`src/assert_macros.svh`:
```
// ----------------------------------------------------------------------------
// assert_macros.svh
// Shared concurrent assertion macros for the frame tracker RTL.
// ----------------------------------------------------------------------------
`ifndef ASSERT_MACROS_SVH
`define ASSERT_MACROS_SVH

// Same-cycle implication, disabled while reset is asserted.
`define ASSERT_IMPL(name, clk, rst_n, ante, cons) \
  name: assert property (@(posedge clk) disable iff (!rst_n) (ante) |-> (cons)) \
    else $error("same-cycle implication check failed");

// Next-cycle implication, disabled while reset is asserted.
`define ASSERT_NEXT(name, clk, rst_n, ante, cons) \
  name: assert property (@(posedge clk) disable iff (!rst_n) (ante) |=> (cons)) \
    else $error("next-cycle implication check failed");

`endif

```
`src/efit_pkg.sv`:
```
// ----------------------------------------------------------------------------
// efit_pkg
// Types and constants shared by the frame idle-time tracker modules.
// ----------------------------------------------------------------------------
package efit_pkg;

  localparam int ASIC_COUNT = 512;
  localparam int CH_DEPTH   = ASIC_COUNT * 64;
  localparam int TAC_DEPTH  = ASIC_COUNT * 256;
  localparam int CIDX_W     = $clog2(CH_DEPTH);
  localparam int TIDX_W     = $clog2(TAC_DEPTH);

  localparam int WORD_W   = 64;
  localparam int FRAME_W  = 36;
  localparam int WORDS_W  = 15;
  localparam int CNT_W    = 16;
  localparam int CHIP_W   = 9;
  localparam int CH_W     = 6;
  localparam int TAC_W    = 2;
  localparam int COARSE_W = 10;
  localparam int TIME_W   = FRAME_W + COARSE_W;
  localparam int IDLE_W   = TIME_W + 1;
  localparam int MASK_W   = 32;

  localparam int OUT_FIELDS_W = FRAME_W + 1 + CHIP_W + CH_W + TAC_W + TIME_W + 2 * IDLE_W;
  localparam int OUT_DATA_W   = ((OUT_FIELDS_W + 7) / 8) * 8;

  typedef enum logic [1:0] {
    KIND_ACCEPT   = 2'd0,
    KIND_MISMATCH = 2'd1,
    KIND_EVENT    = 2'd2
  } kind_t;

  typedef enum logic [2:0] {
    PH_IDLE   = 3'b001,
    PH_COUNT  = 3'b010,
    PH_EVENTS = 3'b100
  } phase_t;

  // Decoded item handed from the parser to the idle-time stage.
  typedef struct packed {
    logic                valid;
    kind_t               kind;
    logic [FRAME_W-1:0]  frame;
    logic                lost;
    logic [CHIP_W-1:0]   chip;
    logic [CH_W-1:0]     ch;
    logic [TAC_W-1:0]    tac;
    logic [TIME_W-1:0]   t;
    logic                last;
    logic [CIDX_W-1:0]   cidx;
    logic [TIDX_W-1:0]   tidx;
  } item_t;

  // Write-back of an event time into both last-time stores.
  typedef struct packed {
    logic              we;
    logic [CIDX_W-1:0] cidx;
    logic [TIDX_W-1:0] tidx;
    logic [TIME_W-1:0] t;
  } wr_t;

endpackage

```
`src/efit_parse.sv`:
```
// ----------------------------------------------------------------------------
// efit_parse
// Frame state tracking and event word decode; issues the store read address.
// ----------------------------------------------------------------------------
`include "assert_macros.svh"

module efit_parse import efit_pkg::*; (
  input  logic              clk,
  input  logic              rst_n,
  input  logic              cfg_wr_en,
  input  logic [MASK_W-1:0] cfg_wr_data,
  input  logic              in_accept,
  input  logic [WORD_W-1:0] in_word,
  input  logic              in_sof,
  output item_t             item
);

  logic [MASK_W-1:0]  fe_mask_r;
  logic [FRAME_W-1:0] frame_r, frame_nxt;
  logic [WORDS_W-1:0] words_r, words_nxt;
  logic [WORDS_W-1:0] pos_r, pos_nxt;
  phase_t             phase_r, phase_nxt;

  logic [CNT_W:0]     cnt_sum;
  logic               size_match;
  logic [WORDS_W:0]   pos_plus;
  logic [CHIP_W-1:0]  chip;
  logic               second_fmt;
  logic [CH_W-1:0]    ch;
  logic [TAC_W-1:0]   tac;

  // Chip index folds slave bit, port nibble and chip nibble of the id field.
  assign chip       = {in_word[54], in_word[62:59], in_word[51:48]};
  assign second_fmt = fe_mask_r[chip[CHIP_W-1:4]];
  assign ch         = second_fmt ? in_word[47:42] : in_word[7:2];
  assign tac        = second_fmt ? '0 : in_word[1:0];
  assign cnt_sum    = {1'b0, in_word[CNT_W-1:0]} + (CNT_W+1)'(2);
  assign size_match = ({{(CNT_W+1-WORDS_W){1'b0}}, words_r} == cnt_sum);
  assign pos_plus   = {1'b0, pos_r} + (WORDS_W+1)'(1);

  always_comb begin
    frame_nxt = frame_r;
    words_nxt = words_r;
    pos_nxt   = pos_r;
    phase_nxt = phase_r;
    item      = '0;
    if (in_accept) begin
      if (in_sof) begin
        frame_nxt = in_word[FRAME_W-1:0];
        words_nxt = in_word[FRAME_W+WORDS_W-1:FRAME_W];
        pos_nxt   = WORDS_W'(1);
        phase_nxt = PH_COUNT;
      end else begin
        case (phase_r)
          PH_COUNT: begin
            item.valid = 1'b1;
            item.frame = frame_r;
            item.lost  = in_word[CNT_W];
            if (size_match) begin
              item.kind = KIND_ACCEPT;
              pos_nxt   = WORDS_W'(2);
              phase_nxt = (words_r > WORDS_W'(2)) ? PH_EVENTS : PH_IDLE;
            end else begin
              item.kind = KIND_MISMATCH;
              phase_nxt = PH_IDLE;
            end
          end
          PH_EVENTS: begin
            if (pos_r >= words_r) begin
              phase_nxt = PH_IDLE;
            end else begin
              item.valid = 1'b1;
              item.kind  = KIND_EVENT;
              item.frame = frame_r;
              item.chip  = chip;
              item.ch    = ch;
              item.tac   = tac;
              // Frame times 1024 leaves the low ten bits free for the coarse time.
              item.t     = second_fmt ? {frame_r, COARSE_W'(0)}
                                      : {frame_r, in_word[47:38]};
              item.last  = (pos_plus == {1'b0, words_r});
              item.cidx  = CIDX_W'({chip, ch});
              item.tidx  = {CIDX_W'({chip, ch}), tac};
              pos_nxt    = pos_plus[WORDS_W-1:0];
              if (pos_plus >= {1'b0, words_r}) begin
                phase_nxt = PH_IDLE;
              end
            end
          end
          default: begin
            phase_nxt = PH_IDLE;
          end
        endcase
      end
    end
  end

  always_ff @(posedge clk) begin
    if (!rst_n) begin
      fe_mask_r <= '0;
      frame_r   <= '0;
      words_r   <= '0;
      pos_r     <= '0;
      phase_r   <= PH_IDLE;
    end else begin
      if (cfg_wr_en) begin
        fe_mask_r <= cfg_wr_data;
      end
      frame_r <= frame_nxt;
      words_r <= words_nxt;
      pos_r   <= pos_nxt;
      phase_r <= phase_nxt;
    end
  end

  `ASSERT_IMPL(a_pos_in_frame, clk, rst_n, phase_r == PH_EVENTS, pos_r < words_r)
  `ASSERT_IMPL(a_event_only_in_frame, clk, rst_n, item.valid && item.kind == KIND_EVENT, phase_r == PH_EVENTS)

endmodule

```
`config.mk`:
```
export PLATFORM = sky130hd
export DESIGN_NAME = efit_parse
export DESIGN_NICKNAME = d
export VERILOG_FILES = /design/src/efit_pkg.sv /design/src/efit_parse.sv
export VERILOG_INCLUDE_DIRS = /design/src /design/src/src
export SDC_FILE = /design/constraint.sdc
export NUM_CORES = 1
export LEC_CHECK = 0
export ABC_CLOCK_PERIOD_IN_PS = 3850
export BUFFER_PORTS_ARGS = -buffer_cell sky130_fd_sc_hd__buf_2
export CAP_MARGIN = 5
export CORE_MARGIN = 4
export CORE_UTILIZATION = 51
export DETAILED_ROUTE_END_ITERATION = 16
export PLACE_DENSITY = 0.87
export REMOVE_ABC_BUFFERS = 1
export SLEW_MARGIN = 20
export SYNTH_ARGS = -nofsm -noshare
export SYNTH_HDL_FRONTEND = slang
export SYNTH_SLANG_ARGS = --single-unit
```
`constraint.sdc`:
```
create_clock -name clk -period 3.85 [get_ports clk]
set_clock_uncertainty 0.05 [all_clocks]
set_input_delay 0.5775 -clock clk [delete_from_list [all_inputs] [get_ports clk]]
set_output_delay 0.5775 -clock clk [all_outputs]
set_load 0.005 [all_outputs]
```
==> out/results.txt, run 1 <==
outcome: finished, final reports clean
pre-CTS WS: 0.2327 ns
DR vias/cell: 5.497
number of buffers created by CTS: 9
Total Routing Usage GR: 0.2427
R2R depth: 13
nets: 1110
Critical Path Start Type: flop
max_slew headroom: 0.3326
Final Core Density: 0.6403
area growth from synthesis to final layout: 20.47%
# diodes: 0
crit path max fanout: 7
layout cells sized above 1: 0.2943
Buffers on Ports: 229
largest net degree at the start of global routing: 70
Final WS setup: 0.1703 ns
H-Tree Level Count: 3
Core Area: 12210 sq um
Worst-Skew Late Latency: 0.35 ns
Root Buffer: clkbuf_16
Max Slew Vio Count: 0
placed insts: 1134
post-synthesis cell count: 807
Worst Setup End Kind: primary output
Seq/Total Area, Yosys: 0.3115
Post-Syn Area per Cell: 8.042 sq um
global-route wire length before repair: 28.89 mm
CP Data Required Time: 3.22 ns
die area: 14590 sq um
post-synthesis compound-gate area fraction: 0.1190
Synth Flop Type: dfxtp_1
CTS sink cnt: 101
synth warn: 0
Tmin final: 3.680 ns
r2r endpoint: phase_r[0]$_SDFFE_PN1P_
synthesized cell area: 6490 sq um
reg2reg start: pos_r[2]$_SDFFE_PN0P_
Worst Hold Path EP: frame_r[15]$_SDFFE_PN0P_
final hold violation count: 0
Max VDD drop: 0.2550 mV
drt total wl: 18.66 mm
vias in the first global route: 5946
IO Pins: 237
total congestion overflow: 0
FF+latch count, synth: 101
count of cell types in the netlist: 58
Post-route DRC: 0
Max clock buf depth: 2
CTS tree: built
1st-pass router iterations: 5
Max-Cap Viols: 0
Starting Density: 0.5315
Synth Area in Simple Gates: 0.2784
number of fillers in the final layout: 1061
via count: 6322
Hold Worst Slack: 0.4075 ns
initial drt markers: 474
Leak: 3.793 nW
RSZ-0062 raised after global routing: true
Post-DP HPWL: 14.22 mm
Post-synth ARST share: 0
initial antenna violation count: 0
Adder-Cell Fraction of Synth Area: 0.06169
Crit path arrival time: 3.05 ns
flop2flop setup slack: 0.65 ns
clock transition at the registers of the reported paths: 0.07 ns
Final Setup Violations: 0
mux contribution to synthesized area: 0.1045
final worst-path cycle share: 0.9558
PwrDens: 297.7 nW/um^2
number of synthesized flops with an enable pin: 0
Total Neg Setup Slack: 0 ns
Crit Path Class: flop to primary output
FMAX: 271.8 MHz
Die X: 120.8 um
Row Count: 40
antenna-violating nets left: 0
die height: 120.8 um
Non-Filler Instances: 1150
worst min-delay path category: flop to flop
Final GP Congestion: 0.9151
xor-xnor portion of the synthesized cell area: 0.03914
min-delay src: frame_r[15]$_SDFFE_PN0P_
slew of the pin with the lowest slew margin: 0.9975 ns
drt wl/cell: 16.22 um
largest family of logic cells by synthesized area: simple AND/OR/NAND/NOR gates
Min-Delay Path Depth: 2
==> registers in the layout (all words and copies together) (netlist names) <==
signal     flops
fe_mask_r     32
frame_r       36
phase_r        3
pos_r         15
words_r       15
==> cell usage in the layout, fill, tap and decap left out, types with 3 or more instances in the layout <==
cell type  instances
nand2_1          130
a41oi_1            3
or3_1              3
nor3_1             8
buf_4             13
and4_1             4
xnor2_1           17
nand2b_1           3
nand4_1           13
and3_1            17
a311oi_1           6
buf_2            229
o21ai_0            6
a21oi_1           66
nand3_1           22
inv_1             23
o21a_1             4
xor2_1            12
nor4_1             3
a211oi_1           5
and2_1            48
mux2i_1           43
nor2_1            56
clkbuf_16          9
a21o_1             8
ha_1              31
nor2b_1           36
o211ai_1           4
mux4_2            10
dfxtp_1          101
==> metal layers <==
metal	vias to the layer above	share of wire	track usage
li1	3072	-	-
met1	2914	0.40	0.2904
met2	297	0.49	0.4401
met3	39	0.082	0.04537
met4	0	0.025	0.07224
met5	-	0	0
==> area by class of cell <==
cell class,instances,area [sq um],share of cell area
clock inverter,6,48.80,0.006241
timing repair buffer,243,1255,0.1605
multi-input combinational,597,3960,0.5065
inverter,25,93.84,0.01200
tap,168,210.2,0.02688
sequential,101,2022,0.2586
clock buffer,10,229.0,0.02928
==> how the worst max path moves through the flow <==
stage | from | end
after detailed placement | pos_r[1]$_SDFFE_PN0P_ | item[32]
after floorplan | pos_r[0]$_SDFFE_PN0P_ | item[100]
after CTS | pos_r[1]$_SDFFE_PN0P_ | item[32]
after global routing | pos_r[2]$_SDFFE_PN0P_ | item[32]
after global placement | pos_r[1]$_SDFFE_PN0P_ | item[32]
final | pos_r[2]$_SDFFE_PN0P_ | item[32]
==> synth_stat cells, types with 5 or more instances <==
cell type	instances	share of area
nand2_1	131	0.076
dfxtp_1	101	0.31
a21oi_1	66	0.051
nor2_1	58	0.034
and2_1	48	0.046
mux2i_1	43	0.066
clkbuf_1	40	0.023
nor2b_1	36	0.035
buf_4	34	0.039
ha_1	32	0.062
inv_1	25	0.014
nand3_1	23	0.018
and3_1	18	0.017
xnor2_1	17	0.023
nand4_1	13	0.013
xor2_1	12	0.016
mux4_2	10	0.035
a21o_1	8	0.0093
nor3_1	8	0.0062
a311oi_1	6	0.0081
o21ai_0	6	0.0046
a211oi_1	5	0.0058
nor4_1	5	0.0048
==> worst max-delay path, stage by stage, from the launching register on <==
cell,delay (ns)
dfxtp_1,0.44
nand3_1,0.23
or2_2,0.39
nor2_1,0.14
and3_1,0.18
xor2_1,0.09
ha_1,0.31
nand4_1,0.15
or3_1,0.41
nor4_2,0.19
buf_2,0.16
==> logic make-up (layout without fill, tap and decap cells) <==
kind of cell,after synthesis,in the layout
compound gates,121,121
mux,54,54
fa+ha+maj,32,32
simple gates,361,361
flops,101,101
buf+inv,109,284
xor+xnor,29,29
==> repair_timing <==
action,4_1_cts,5_1_grt
setup buffers,0,1
resized for setup,3,8
setup endpoints to repair,1,92
hold buffers,0,0
pin swaps,0,2
==> power by group <==
group	switching (mW)	internal, mW
sequential	0.0339	1.09
clock	0.413	0.444
combinational	0.193	0.152
==> metrics by stage <==
| step | total power [mW] | instance area, sq um |
|---|---|---|
| after floorplan | 1.334 | 6027 |
| after global placement | 1.475 | 7501 |
| after detailed placement | 1.488 | 7501 |
| after CTS | 2.333 | 7789 |
| after global routing | 2.413 | 7819 |
| final | 2.328 | 7819 |
No activity file was read; power rests on OpenSTA's default activity.
==> run 2: changes to the inputs <==
- ABC_CLOCK_PERIOD_IN_PS: 3850 -> 4700
- CORE_UTILIZATION: 51 -> 54
- PLACE_DENSITY: 0.87 -> 0.91
- clock period: 3.85 -> 4.7 ns (I/O delays scaled with it)
==> out/results.txt, run 2 (synthesis gave the netlist of run 1 again) <==
Worst-Skew Late Latency: 0.35 ns
Final Instance Area: 7744 sq um
global-route wire length before repair: 30.50 mm
worst min-delay path category: flop to flop
Root Buffer: clkbuf_16
CTS tree: built
commonest non-fill, non-tap cell in the layout: buf_2
1st-pass router iterations: 7
largest net degree at the start of global routing: 67
DR vias/cell: 5.659
crit path max fanout: 7
Post-CTS Resized: 0
slew of the pin with the lowest slew margin: 1.029 ns
IO Pins: 237
die area: 13840 sq um
Crit path arrival time: 3.45 ns
Max Slew Vio Count: 0
via count: 6332
grt met1 use: 0.3151
Max-Cap Viols: 0
CP Data Required Time: 3.94 ns
Buffers on Ports: 229
slowest CP cell: dfxtp_1
max_slew headroom: 0.3139
Die X: 117.6 um
# diodes: 0
CTS sink cnt: 101
slowest cell delay on critical path: 0.42 ns
total congestion overflow: 0
Max clock buf depth: 2
Final GP Congestion: 0.9052
clock transition at the registers of the reported paths: 0.07 ns
initial drt markers: 410
CP cell instances: ha_1 -> and3_1 -> and3_1 -> nand3_1 -> nor2_1 -> xor2_1 -> ha_1 -> nand3_1 -> or3_1 -> nor4_1 -> buf_2
Max VDD drop: 0.2471 mV
Largest regs: frame_r x36, fe_mask_r x32
Tmin final: 4.205 ns
Starting Density: 0.5588
Final Setup Violations: 0
Post-DP HPWL: 14.19 mm
met2 Use GR: 0.4786
H-Tree Level Count: 3
die height: 117.6 um
Post-route DRC: 0
Core Area: 11610 sq um
most frequent cells in the layout: 229 x buf_2, 130 x nand2_1, 101 x dfxtp_1, 66 x a21oi_1, 56 x nor2_1
layout cells sized above 1: 0.2838
# Post-CTS Setup Buffers: 0
area growth from synthesis to final layout: 19.32%
final hold violation count: 0
Buf/Inv on CP: 1
nets: 1104
Total Routing Usage GR: 0.2676
max FFs per register: 36
initial antenna violation count: 0
dpl cell area: 7437 sq um
Worst Setup End Kind: primary output
# hold bufs at CTS: 0
outcome: finished, final reports clean
Leak: 3.772 nW
RSZ-0062 raised after global routing: false
number of buffers created by CTS: 9
vias in the first global route: 5957
antenna-violating nets left: 0
final worst-path cycle share: 0.8947
Crit path max-delay family: simple AND/OR/NAND/NOR gates
number of fillers in the final layout: 959
Total Neg Setup Slack: 0 ns
largest reg by FF count: frame_r
GR met3 Demand/Resource: 0.05718
GR peak layer: met2
FMAX: 237.8 MHz
Critical Path Start Type: flop
Crit Path Class: flop to primary output
PwrDens: 255.6 nW/um^2
drt wl/cell: 17.22 um
drt total wl: 19.27 mm
Row Count: 39
run 2: layout make-up:
cell class	count	area [sq um]	area share
clock buffer	9	225.2	0.02908
clock inverter	7	81.33	0.01050
inverter	25	93.84	0.01212
multi-input combinational	597	3924	0.5067
sequential	101	2022	0.2611
tap	143	178.9	0.02311
timing repair buffer	237	1219	0.1574
run 2: through the flow:
step	util	cells	power, mW	setup slack, ns	hold slack [ns]
final	0.6668	1119	1.979	0.4948	0.4147
after floorplan	-	723	1.093	0.5321	0.3902
after global routing	0.6668	1119	2.048	0.2711	0.4391
after CTS	0.6668	1119	1.986	0.5006	0.4127
after global placement	0.6387	1102	1.205	0.7849	0.3963
after detailed placement	0.6404	1103	1.219	0.7886	0.4031
run 2: path summary, 6_finish.rpt:
path                            start                        to  slack [ns]  depth (start not counted)
min reg2reg  frame_r[20]$_SDFFE_PN0P_  frame_r[20]$_SDFFE_PN0P_        0.41                          2
max reg2reg     pos_r[0]$_SDFFE_PN0P_   phase_r[2]$_SDFFE_PN0P_        1.26                         11
min          frame_r[20]$_SDFFE_PN0P_  frame_r[20]$_SDFFE_PN0P_        0.41                          2
max             pos_r[0]$_SDFFE_PN0P_                  item[32]        0.49                         11
run 2: worst reg2reg max path, stage by stage, from the launching register on:
cell and delay [ns]:
dfxtp_1 0.42, ha_1 0.29, and3_1 0.20, and3_1 0.33
nand3_1 0.23, nor2_1 0.20, xor2_1 0.25, ha_1 0.30
a2111oi_0 0.44, o21ai_1 0.17, o31a_1 0.33, mux2i_1 0.13
run 2: routing by layer:
metal | share of wire | wire (um) | vias to the layer above
met5 | 0 | 0 | -
met4 | 0.028 | 546 | 0
met3 | 0.081 | 1561 | 45
met2 | 0.50 | 9608 | 311
met1 | 0.39 | 7553 | 2918
li1 | - | - | 3058
run 2: where the power goes:
part	total, mW	internal [mW]	switching [mW]
combinational	0.283	0.124	0.159
sequential	0.924	0.894	0.0306
clock	0.773	0.422	0.351
total	1.98	1.44	0.541
