`src/assert_macros.svh`:
```
// ----------------------------------------------------------------------------
// assert_macros.svh
// Shared concurrent assertion macros for the frame tracker RTL.
// ----------------------------------------------------------------------------
`ifndef ASSERT_MACROS_SVH
`define ASSERT_MACROS_SVH

// Same-cycle implication, disabled while reset is asserted.
`define ASSERT_IMPL(name, clk, rst_n, ante, cons) \
  name: assert property (@(posedge clk) disable iff (!rst_n) (ante) |-> (cons)) \
    else $error("same-cycle implication check failed");

// Next-cycle implication, disabled while reset is asserted.
`define ASSERT_NEXT(name, clk, rst_n, ante, cons) \
  name: assert property (@(posedge clk) disable iff (!rst_n) (ante) |=> (cons)) \
    else $error("next-cycle implication check failed");

`endif

```
`src/efit_pkg.sv`:
```
// ----------------------------------------------------------------------------
// efit_pkg
// Types and constants shared by the frame idle-time tracker modules.
// ----------------------------------------------------------------------------
package efit_pkg;

  localparam int ASIC_COUNT = 512;
  localparam int CH_DEPTH   = ASIC_COUNT * 64;
  localparam int TAC_DEPTH  = ASIC_COUNT * 256;
  localparam int CIDX_W     = $clog2(CH_DEPTH);
  localparam int TIDX_W     = $clog2(TAC_DEPTH);

  localparam int WORD_W   = 64;
  localparam int FRAME_W  = 36;
  localparam int WORDS_W  = 15;
  localparam int CNT_W    = 16;
  localparam int CHIP_W   = 9;
  localparam int CH_W     = 6;
  localparam int TAC_W    = 2;
  localparam int COARSE_W = 10;
  localparam int TIME_W   = FRAME_W + COARSE_W;
  localparam int IDLE_W   = TIME_W + 1;
  localparam int MASK_W   = 32;

  localparam int OUT_FIELDS_W = FRAME_W + 1 + CHIP_W + CH_W + TAC_W + TIME_W + 2 * IDLE_W;
  localparam int OUT_DATA_W   = ((OUT_FIELDS_W + 7) / 8) * 8;

  typedef enum logic [1:0] {
    KIND_ACCEPT   = 2'd0,
    KIND_MISMATCH = 2'd1,
    KIND_EVENT    = 2'd2
  } kind_t;

  typedef enum logic [2:0] {
    PH_IDLE   = 3'b001,
    PH_COUNT  = 3'b010,
    PH_EVENTS = 3'b100
  } phase_t;

  // Decoded item handed from the parser to the idle-time stage.
  typedef struct packed {
    logic                valid;
    kind_t               kind;
    logic [FRAME_W-1:0]  frame;
    logic                lost;
    logic [CHIP_W-1:0]   chip;
    logic [CH_W-1:0]     ch;
    logic [TAC_W-1:0]    tac;
    logic [TIME_W-1:0]   t;
    logic                last;
    logic [CIDX_W-1:0]   cidx;
    logic [TIDX_W-1:0]   tidx;
  } item_t;

  // Write-back of an event time into both last-time stores.
  typedef struct packed {
    logic              we;
    logic [CIDX_W-1:0] cidx;
    logic [TIDX_W-1:0] tidx;
    logic [TIME_W-1:0] t;
  } wr_t;

endpackage

```
`src/efit_idle.sv`:
```
// ----------------------------------------------------------------------------
// efit_idle
// Idle-time stage: read data merge with forwarding, store write-back and the
// output register of the result stream.
// ----------------------------------------------------------------------------
`include "assert_macros.svh"

module efit_idle import efit_pkg::*; (
  input  logic                  clk,
  input  logic                  rst_n,
  input  logic                  in_accept,
  input  item_t                 item,
  input  logic [TIME_W-1:0]     ch_q,
  input  logic [TIME_W-1:0]     tac_q,
  output logic                  s1_free,
  output wr_t                   wr,
  input  logic                  out_tready,
  output logic                  out_tvalid,
  output logic [OUT_DATA_W-1:0] out_tdata,
  output logic [1:0]            out_tuser,
  output logic                  out_tlast
);

  item_t               s1_r;
  logic                s1_v_r;
  logic                s1_go;
  logic                s1_event;
  logic                ch_fwd_r, tac_fwd_r;
  logic                ch_fwd_nxt, tac_fwd_nxt;
  logic [TIME_W-1:0]   fwd_t_r;
  logic [TIME_W-1:0]   ch_prev, tac_prev;
  logic [IDLE_W-1:0]   ch_idle, tac_idle;
  logic                out_v_r;
  logic [OUT_DATA_W-1:0] out_data_r;
  logic [1:0]          out_kind_r;
  logic                out_last_r;

  assign s1_event = (s1_r.kind == KIND_EVENT);
  assign s1_go    = s1_v_r && (!out_v_r || out_tready);
  assign s1_free  = !s1_v_r || s1_go;

  // The event leaving this stage writes its time on the same edge at which a
  // newly accepted event reads the stores, so a matching address is forwarded.
  assign ch_fwd_nxt  = in_accept && item.valid && (item.kind == KIND_EVENT) &&
                       s1_go && s1_event && (s1_r.cidx == item.cidx);
  assign tac_fwd_nxt = ch_fwd_nxt && (s1_r.tidx == item.tidx);

  assign ch_prev  = ch_fwd_r  ? fwd_t_r : ch_q;
  assign tac_prev = tac_fwd_r ? fwd_t_r : tac_q;
  assign ch_idle  = s1_event ? ({1'b0, s1_r.t} - {1'b0, ch_prev}) : '0;
  assign tac_idle = s1_event ? ({1'b0, s1_r.t} - {1'b0, tac_prev}) : '0;

  assign wr.we   = s1_go && s1_event;
  assign wr.cidx = s1_r.cidx;
  assign wr.tidx = s1_r.tidx;
  assign wr.t    = s1_r.t;

  always_ff @(posedge clk) begin
    if (!rst_n) begin
      s1_v_r    <= 1'b0;
      ch_fwd_r  <= 1'b0;
      tac_fwd_r <= 1'b0;
      out_v_r   <= 1'b0;
    end else begin
      if (in_accept && item.valid) begin
        s1_v_r <= 1'b1;
      end else if (s1_go) begin
        s1_v_r <= 1'b0;
      end
      if (in_accept || s1_go) begin
        ch_fwd_r  <= ch_fwd_nxt;
        tac_fwd_r <= tac_fwd_nxt;
      end
      if (s1_go) begin
        out_v_r <= 1'b1;
      end else if (out_tready) begin
        out_v_r <= 1'b0;
      end
    end
  end

  always_ff @(posedge clk) begin
    if (in_accept && item.valid) begin
      s1_r    <= item;
      fwd_t_r <= s1_r.t;
    end
    if (s1_go) begin
      out_data_r <= {{(OUT_DATA_W-OUT_FIELDS_W){1'b0}}, tac_idle, ch_idle, s1_r.t,
                     s1_r.tac, s1_r.ch, s1_r.chip, s1_r.lost, s1_r.frame};
      out_kind_r <= s1_r.kind;
      out_last_r <= s1_r.last;
    end
  end

  assign out_tvalid = out_v_r;
  assign out_tdata  = out_data_r;
  assign out_tuser  = out_kind_r;
  assign out_tlast  = out_last_r;

  `ASSERT_IMPL(a_tac_fwd_implies_ch_fwd, clk, rst_n, tac_fwd_r, ch_fwd_r)
  `ASSERT_IMPL(a_fwd_only_for_event, clk, rst_n, ch_fwd_r, s1_v_r && s1_event)
  `ASSERT_NEXT(a_stage_drains, clk, rst_n, s1_go && !(in_accept && item.valid), !s1_v_r)

endmodule

```
`config.mk`:
```
export PLATFORM = sky130hd
export DESIGN_NAME = efit_idle
export DESIGN_NICKNAME = d
export VERILOG_FILES = /design/src/efit_pkg.sv /design/src/efit_idle.sv
export VERILOG_INCLUDE_DIRS = /design/src /design/src/src
export SDC_FILE = /design/constraint.sdc
export NUM_CORES = 1
export LEC_CHECK = 0
export ABC_AREA = 0
export BUFFER_PORTS_ARGS = -buffer_cell sky130_fd_sc_hd__buf_2
export CORE_MARGIN = 5
export CORE_UTILIZATION = 46
export CTS_BUF_LIST = sky130_fd_sc_hd__clkbuf_4 sky130_fd_sc_hd__clkbuf_8
export DETAILED_ROUTE_END_ITERATION = 10
export HOLD_SLACK_MARGIN = 0.12
export PLACE_DENSITY_LB_ADDON = 0.08
export SETUP_SLACK_MARGIN = 0.4
export SLEW_MARGIN = 20
export SYNTH_ARGS = -nofsm -noshare
export SYNTH_HDL_FRONTEND = slang
export SYNTH_SLANG_ARGS = --single-unit
```
`constraint.sdc`:
```
create_clock -name clk -period 7.12 [get_ports clk]
set_input_delay 0.712 -clock clk [delete_from_list [all_inputs] [get_ports clk]]
set_output_delay 0.712 -clock clk [all_outputs]
set_load 0.02 [all_outputs]
```
==> results_dict.tcl, run 1 <==
set metrics [dict create \
    routed_via_density 5.28 \
    dr_total_vias 13286 \
    setup_violations 0 \
    async_flop_share 0 \
    start_util 0.465 \
    power.leakage_nw 9.06 \
    ios 516 \
    rsz0062_at_grt "no" \
    hold_viol_final 0 \
    synth-main-ff-cell "edfxtp_1" \
    grt_antenna_before_repair 10 \
    cts_repair_resize_count 0 \
    tightest_slew_ns 1.07 \
    design.core.area_um2 40900 \
    num_rows 74 \
    crit_type "reg2reg" \
    drv_slew 0 \
    fin_tns_setup_ns 0 \
    layout_commonest_cell "buf_2" \
    ir_worst_vdd_v 0.000158 \
    hold_ws_ns 0.195 \
    cp_top_family "compound AO/OA/AOI/OAI gates" \
    synth_seq_area_share 0.600 \
    insertion_delay_ns 0.69 \
    dp_hpwl_um 42500 \
    hold_buffers 0 \
    grt_max_degree 108 \
    path_cells "mux2_2, ha_1, inv_1, fa_1, a21oi_1, o21ai_1, a211oi_1, nor3_1, a221oi_2, o41ai_1, o21ai_1, a2111oi_0, o21a_1, nor3_1" \
    finalClockSkew_ns 0.0438 \
    slowest_delay_ns 0.94 \
    cts_num_sinks 382 \
    cp.required_ns 7.51 \
    clk_pin_slew_ns 0.06 \
    worstPathMaxFanout 47 \
    cp.buffers_inverters 1 \
    remaining_drc_errors 0 \
    drv_cap 0 \
    cts_setup_buffers 0 \
    period_minus_slack_ns 4.77 \
    die_x_um 213 \
    wl_per_cell_um 22.1 \
    fmax_mhz 210 \
    die_area_um2 45600 \
    multi_input_comb_area_um2 6710 \
    numPortBuffers 509 \
    grt_overflow 0 \
    syn_to_final_growth_pct 19.8 \
    grt_pass1_wl_um 81000 \
    drive_above_1_share 0.322 \
    cts_tree "built" \
    gp_congestion 0.875 \
    ys_types 63 \
    h-tree-depth 2 \
    hp-class "in2reg" \
    synth_warnings 0 \
    drt_iter0_markers 940 \
    synth_cells 1478 \
    synth_edf_count 378 \
    worst_ep_arrival_time_ns 5.16 \
    fin_nets 2262 \
    clockRootBuffer "clkbuf_8" \
    end_kind "flip-flop" \
    period_share 0.670 \
    start_kind "flip-flop" \
    layout_common_cells "buf_2 (509), edfxtp_1 (378), nor2_1 (117), a21oi_1 (101), ha_1 (98)" \
    grt.total_usage 0.233 \
    slew-limit-headroom 0.285 \
    cts_buffers 61 \
    fill_cells 3554 \
    grt_pass1_vias 13644 \
    clock_path_buffers 3 \
    avgSynthCellArea_um2 12.9 \
    netlist_area_um2 19000 \
    die_y_um 213 \
    final-seq-area_um2 11400 \
    status "completed" \
    first_pass_iters 5 \
    wirelength_um 55600 \
    crit_slowest_cell "dfxtp_4" \
    synth_seq_cells 382 \
    power_density_nw_per_um2 243 \
    route.antenna.remaining_nets 0 \
]
[sequential cells by signal, indices dropped and copies added (netlist names)]
signal,count
out_tuser,2
fwd_t_r,46
out_tvalid,1
ch_fwd_r,1
s1_r,57
s1_v_r,1
wr,78
tac_fwd_r,1
out_tlast,1
out_tdata,194
[synth_stat cells (all sizes together) (21+ instances only)]
master  number  share of area
edfxtp     378           0.60
nor2       117          0.023
a21oi      104          0.028
ha          98          0.064
mux2i       92          0.048
buf         89          0.034
xnor2       79          0.036
nand2       69          0.014
o21ai       65          0.017
a21o        42          0.017
clkbuf      42         0.0083
inv         33         0.0065
xor2        29          0.013
nand4       28         0.0092
nand3       23         0.0060
nor3        22         0.0058
o21bai      21         0.0083
[layer usage]
metal / part of all wire / global-route usage / up-vias
met5: 0.00061 / 0 / -
met4: 0.032 / 0.0825 / 6
met3: 0.087 / 0.0726 / 103
met2: 0.47 / 0.374 / 474
met1: 0.41 / 0.302 / 6338
li1: - / - / 6365
[cell type report]
type	instances	area share
Tap cell	532	0.0292
Clock inverter	32	0.0125
Sequential cell	382	0.501
Clock buffer	78	0.0424
Antenna cell	7	0.000767
Timing Repair Buffer	515	0.114
Multi-Input combinational cell	937	0.294
Inverter	33	0.00576
[through the flow]
| step | utilization | instance area (um^2) | total power (W) | instances | setup slack, ns |
|---|---|---|---|---|---|
| 5_1_grt | 0.557 | 22800 | 0.00582 | 2512 | 2.08 |
| 2_1_floorplan | - | 19100 | 0.00337 | 1483 | 1.13 |
| 4_1_cts | 0.557 | 22800 | 0.00562 | 2508 | 2.40 |
| 3_3_place_gp | 0.526 | 21500 | 0.00364 | 2398 | 2.55 |
| 6_report | 0.558 | 22800 | 0.00556 | 2516 | 2.35 |
| 3_5_place_dp | 0.526 | 21500 | 0.00364 | 2398 | 2.48 |
[cells by family after synthesis]
| family | Yosys count | synth area share |
|---|---|---|
| flip-flops | 382 | 0.600 |
| AND/OR/NAND/NOR | 327 | 0.0823 |
| AO/OA/AOI/OAI | 301 | 0.102 |
| buffers and inverters | 164 | 0.0493 |
| XOR/XNOR | 108 | 0.0497 |
| adder cells (fa/ha/maj) | 100 | 0.0665 |
| multiplexers | 95 | 0.0501 |
| other | 1 | 0.000197 |
[worst paths after layout]
check | startpoint | to | slack, ns | cells after the start
setup reg to reg | ch_fwd_r | out_tdata[144] | 2.35 | 14
hold / removal | item[79] | s1_r[79] | 0.19 | 1
hold reg to reg | s1_r[112] | out_tdata[15] | 0.41 | 0
setup / recovery | ch_fwd_r | out_tdata[144] | 2.35 | 14
[power by group]
group	leakage (nW)	switching [W]	internal, W	total [W]
logic	4.84	0.000574	0.000356	0.000930
registers	3.57	0.0000672	0.00260	0.00267
clock network	0.655	0.000909	0.00105	0.00196
total	9.06	0.00155	0.00401	0.00556
Power figures use the tool's default switching activity.
==> inputs of run 2 (changes only) <==
Settings changed: ABC_AREA 0 to 1.
Clock period 7.12 ns to 4.75 ns, I/O delays scaled along.
==> results_dict.tcl, run 2 <==
set metrics [dict create \
    netlist_area_um2 22000 \
    yosys.area_share.simple 0.232 \
    power.leakage_nw 12.9 \
    h-tree-depth 3 \
    clockRootBuffer "clkbuf_8" \
    synth_mux_area_frac 0.000513 \
    synth_top_family_by_area "simple AND/OR/NAND/NOR gates" \
    fin_nets 3511 \
    cts_repair_resize_count 0 \
    worst_ep_arrival_time_ns 3.78 \
    die_y_um 229 \
    crit_slowest_cell "dfxtp_2" \
    finalPower_w 0.00884 \
    power_density_nw_per_um2 322 \
    final-seq-area_um2 11400 \
    routed_via_density 4.93 \
    num_rows 80 \
    dp_hpwl_um 58300 \
    ios 516 \
    gp_congestion 0.945 \
    grt_pass1_vias 18556 \
    synth_top_cells_by_area "edfxtp_1 (52%), nand2_1 (13%), inv_1 (7.6%)" \
    start_kind "flip-flop" \
    period_share 0.702 \
    layout_commonest_cell "nand2_1" \
    cp.required_ns 5.19 \
    finalWorstSetupSlack_ns 1.41 \
    grt_pass1_wl_um 110000 \
    synth_seq_cells 382 \
    slew-limit-headroom 0.426 \
    yosysMostFrequentCell "nand2_1" \
    dr_total_vias 19003 \
    pre_cts_ws_ns 1.52 \
    hp-class "in2reg" \
    design.core.area_um2 47400 \
    hold_viol_final 0 \
    dpl-instance-area_um2 24700 \
    grt_max_degree 139 \
    layout_common_cells "nand2_1 (778), buf_2 (509), inv_1 (443), edfxtp_1 (378), nor2_1 (195)" \
    route.antenna.remaining_nets 0 \
    wirelength_um 74100 \
    numPortBuffers 509 \
    synth_warnings 0 \
    synth_xor_area_frac 0.00997 \
    drive_above_1_share 0.231 \
    cts_buffers 68 \
    synth_top_area_cell "edfxtp_1" \
    synth_common_cells "nand2_1 (778), inv_1 (445), edfxtp_1 (378), nor2_1 (195), o21ai_0 (137)" \
    synth-main-ff-cell "edfxtp_1" \
    yosys.area_share.adder 0.0577 \
    drv_slew 0 \
    fill_cells 4388 \
    use_met3 0.0443 \
    grt_antenna_before_repair 12 \
    cp.buffers_inverters 1 \
    synth_cells 2562 \
    largest_register_ff_count 194 \
    ir_worst_vdd_v 0.000245 \
    remaining_drc_errors 0 \
    clk_pin_slew_ns 0.06 \
    crit_type "reg2reg" \
    wl_per_cell_um 19.2 \
    grt_use_met1 0.377 \
    die_x_um 229 \
    gr-usage-met2 0.451 \
    ys_types 40 \
    insertion_delay_ns 0.67 \
    tightest_slew_ns 0.862 \
    multi_input_comb_area_um2 8070 \
    rsz0062_at_grt "no" \
    slowest_delay_ns 0.79 \
    period_minus_slack_ns 3.34 \
    synth_top_area_frac 0.517 \
    end_kind "flip-flop" \
    worstPathMaxFanout 42 \
    die_area_um2 52200 \
    clock_path_buffers 3 \
    status "completed" \
    synth_seq_area_share 0.521 \
    drt_iter0_markers 1530 \
    async_flop_share 0 \
    drv_cap 0 \
    avgSynthCellArea_um2 8.57 \
    design_area_um2 27500 \
    syn_to_final_growth_pct 25.1 \
    start_util 0.463 \
    grt.total_usage 0.275 \
    cts_tree "built" \
    busiest_layer "met2" \
    synth_compound_gate_area_share 0.0666 \
    grt_overflow 0 \
    path_common_cell "nand3_1" \
    path_cells "nand2_1, nand2_1, ha_1, inv_1, fa_1, nand3_1, nand3_1, nand3_1, nand3_1, nand3_1, nand3_1, nand2_1, nand2_1, nor2_1" \
    fin_tns_setup_ns 0 \
    synth_edf_count 378 \
    setup_violations 0 \
    cp_top_family "simple AND/OR/NAND/NOR gates" \
    cts_num_sinks 382 \
    fmax_mhz 300 \
    finalClockSkew_ns 0.0410 \
    first_pass_iters 6 \
]
==> run 2: cell count changes after synthesis, moves of 56 or more <==
cell	before	now
nand2_1	69	778
nand3_1	23	79
o21ai_0	60	137
inv_1	33	445
nor2_1	117	195
mux2i_1	92	0
xnor2_1	79	15
==> run 2: power breakdown <==
part           switching (W)  total, W  internal [W]
clock network        0.00143   0.00313       0.00170
logic                0.00112   0.00170      0.000581
registers           0.000117   0.00402       0.00390
total                0.00267   0.00884       0.00618
==> run 2: metal layers <==
layer / vias up / wire length [um] / part of all wire
met3: 139 / 4970 / 0.067
met2: 749 / 34600 / 0.47
met4: 0 / 2130 / 0.029
met5: - / 0 / 0
li1: 9398 / - / -
met1: 8717 / 32400 / 0.44
==> run 2: path summary, 6_finish.rpt <==
| path | from | end | slack, ns | cells past startpoint |
|---|---|---|---|---|
| max | ch_fwd_r | out_tdata[128] | 1.41 | 14 |
| min reg2reg | s1_r[114] | out_tdata[17] | 0.40 | 0 |
| max reg2reg | ch_fwd_r | out_tdata[128] | 1.41 | 14 |
| min | item[135] | s1_v_r | 0.22 | 3 |
==> run 2: kinds of logic after synthesis <==
| group | count (synthesis) |
|---|---|
| adders and majority gates | 100 |
| buffers and inverters | 573 |
| and+or+nand+nor | 1198 |
| other | 1 |
| DFF | 382 |
| xor gates and xnor gates | 25 |
| muxes | 1 |
| AOI/OAI and AO/OA | 282 |
==> run 2: timing repair <==
item | 4_1_cts | 5_1_grt
endpoints found under the hold margin | 139 | 0
hold buffers | 138 | 0
setup endpoints to repair | 0 | 0
setup buffers | 0 | 0
==> run 2: cell type report <==
type,count,area share
Antenna cell,10,0.000911
Clock buffer,93,0.0414
Clock inverter,25,0.00902
Inverter,459,0.0630
Multi-Input combinational cell,1612,0.294
Sequential cell,382,0.416
Tap cell,615,0.0280
Timing Repair Buffer,656,0.148
==> run 2: worst reg2reg max path, delay by kind of cell (launching register included) <==
family                   cells  cell delay, ns
buffers and inverters        1            0.10
adder cells (fa/ha/maj)      2            0.62
flip-flops                   1            0.79
AND/OR/NAND/NOR             11            1.60
==> run 2: through the flow <==
step	util	instances	hold WS (ns)
detailed placement	0.520	3586	0.405
floorplan	-	2567	0.400
global placement	0.520	3586	0.400
global route	0.579	3851	0.226
CTS	0.578	3842	0.173
finish	0.579	3852	0.216
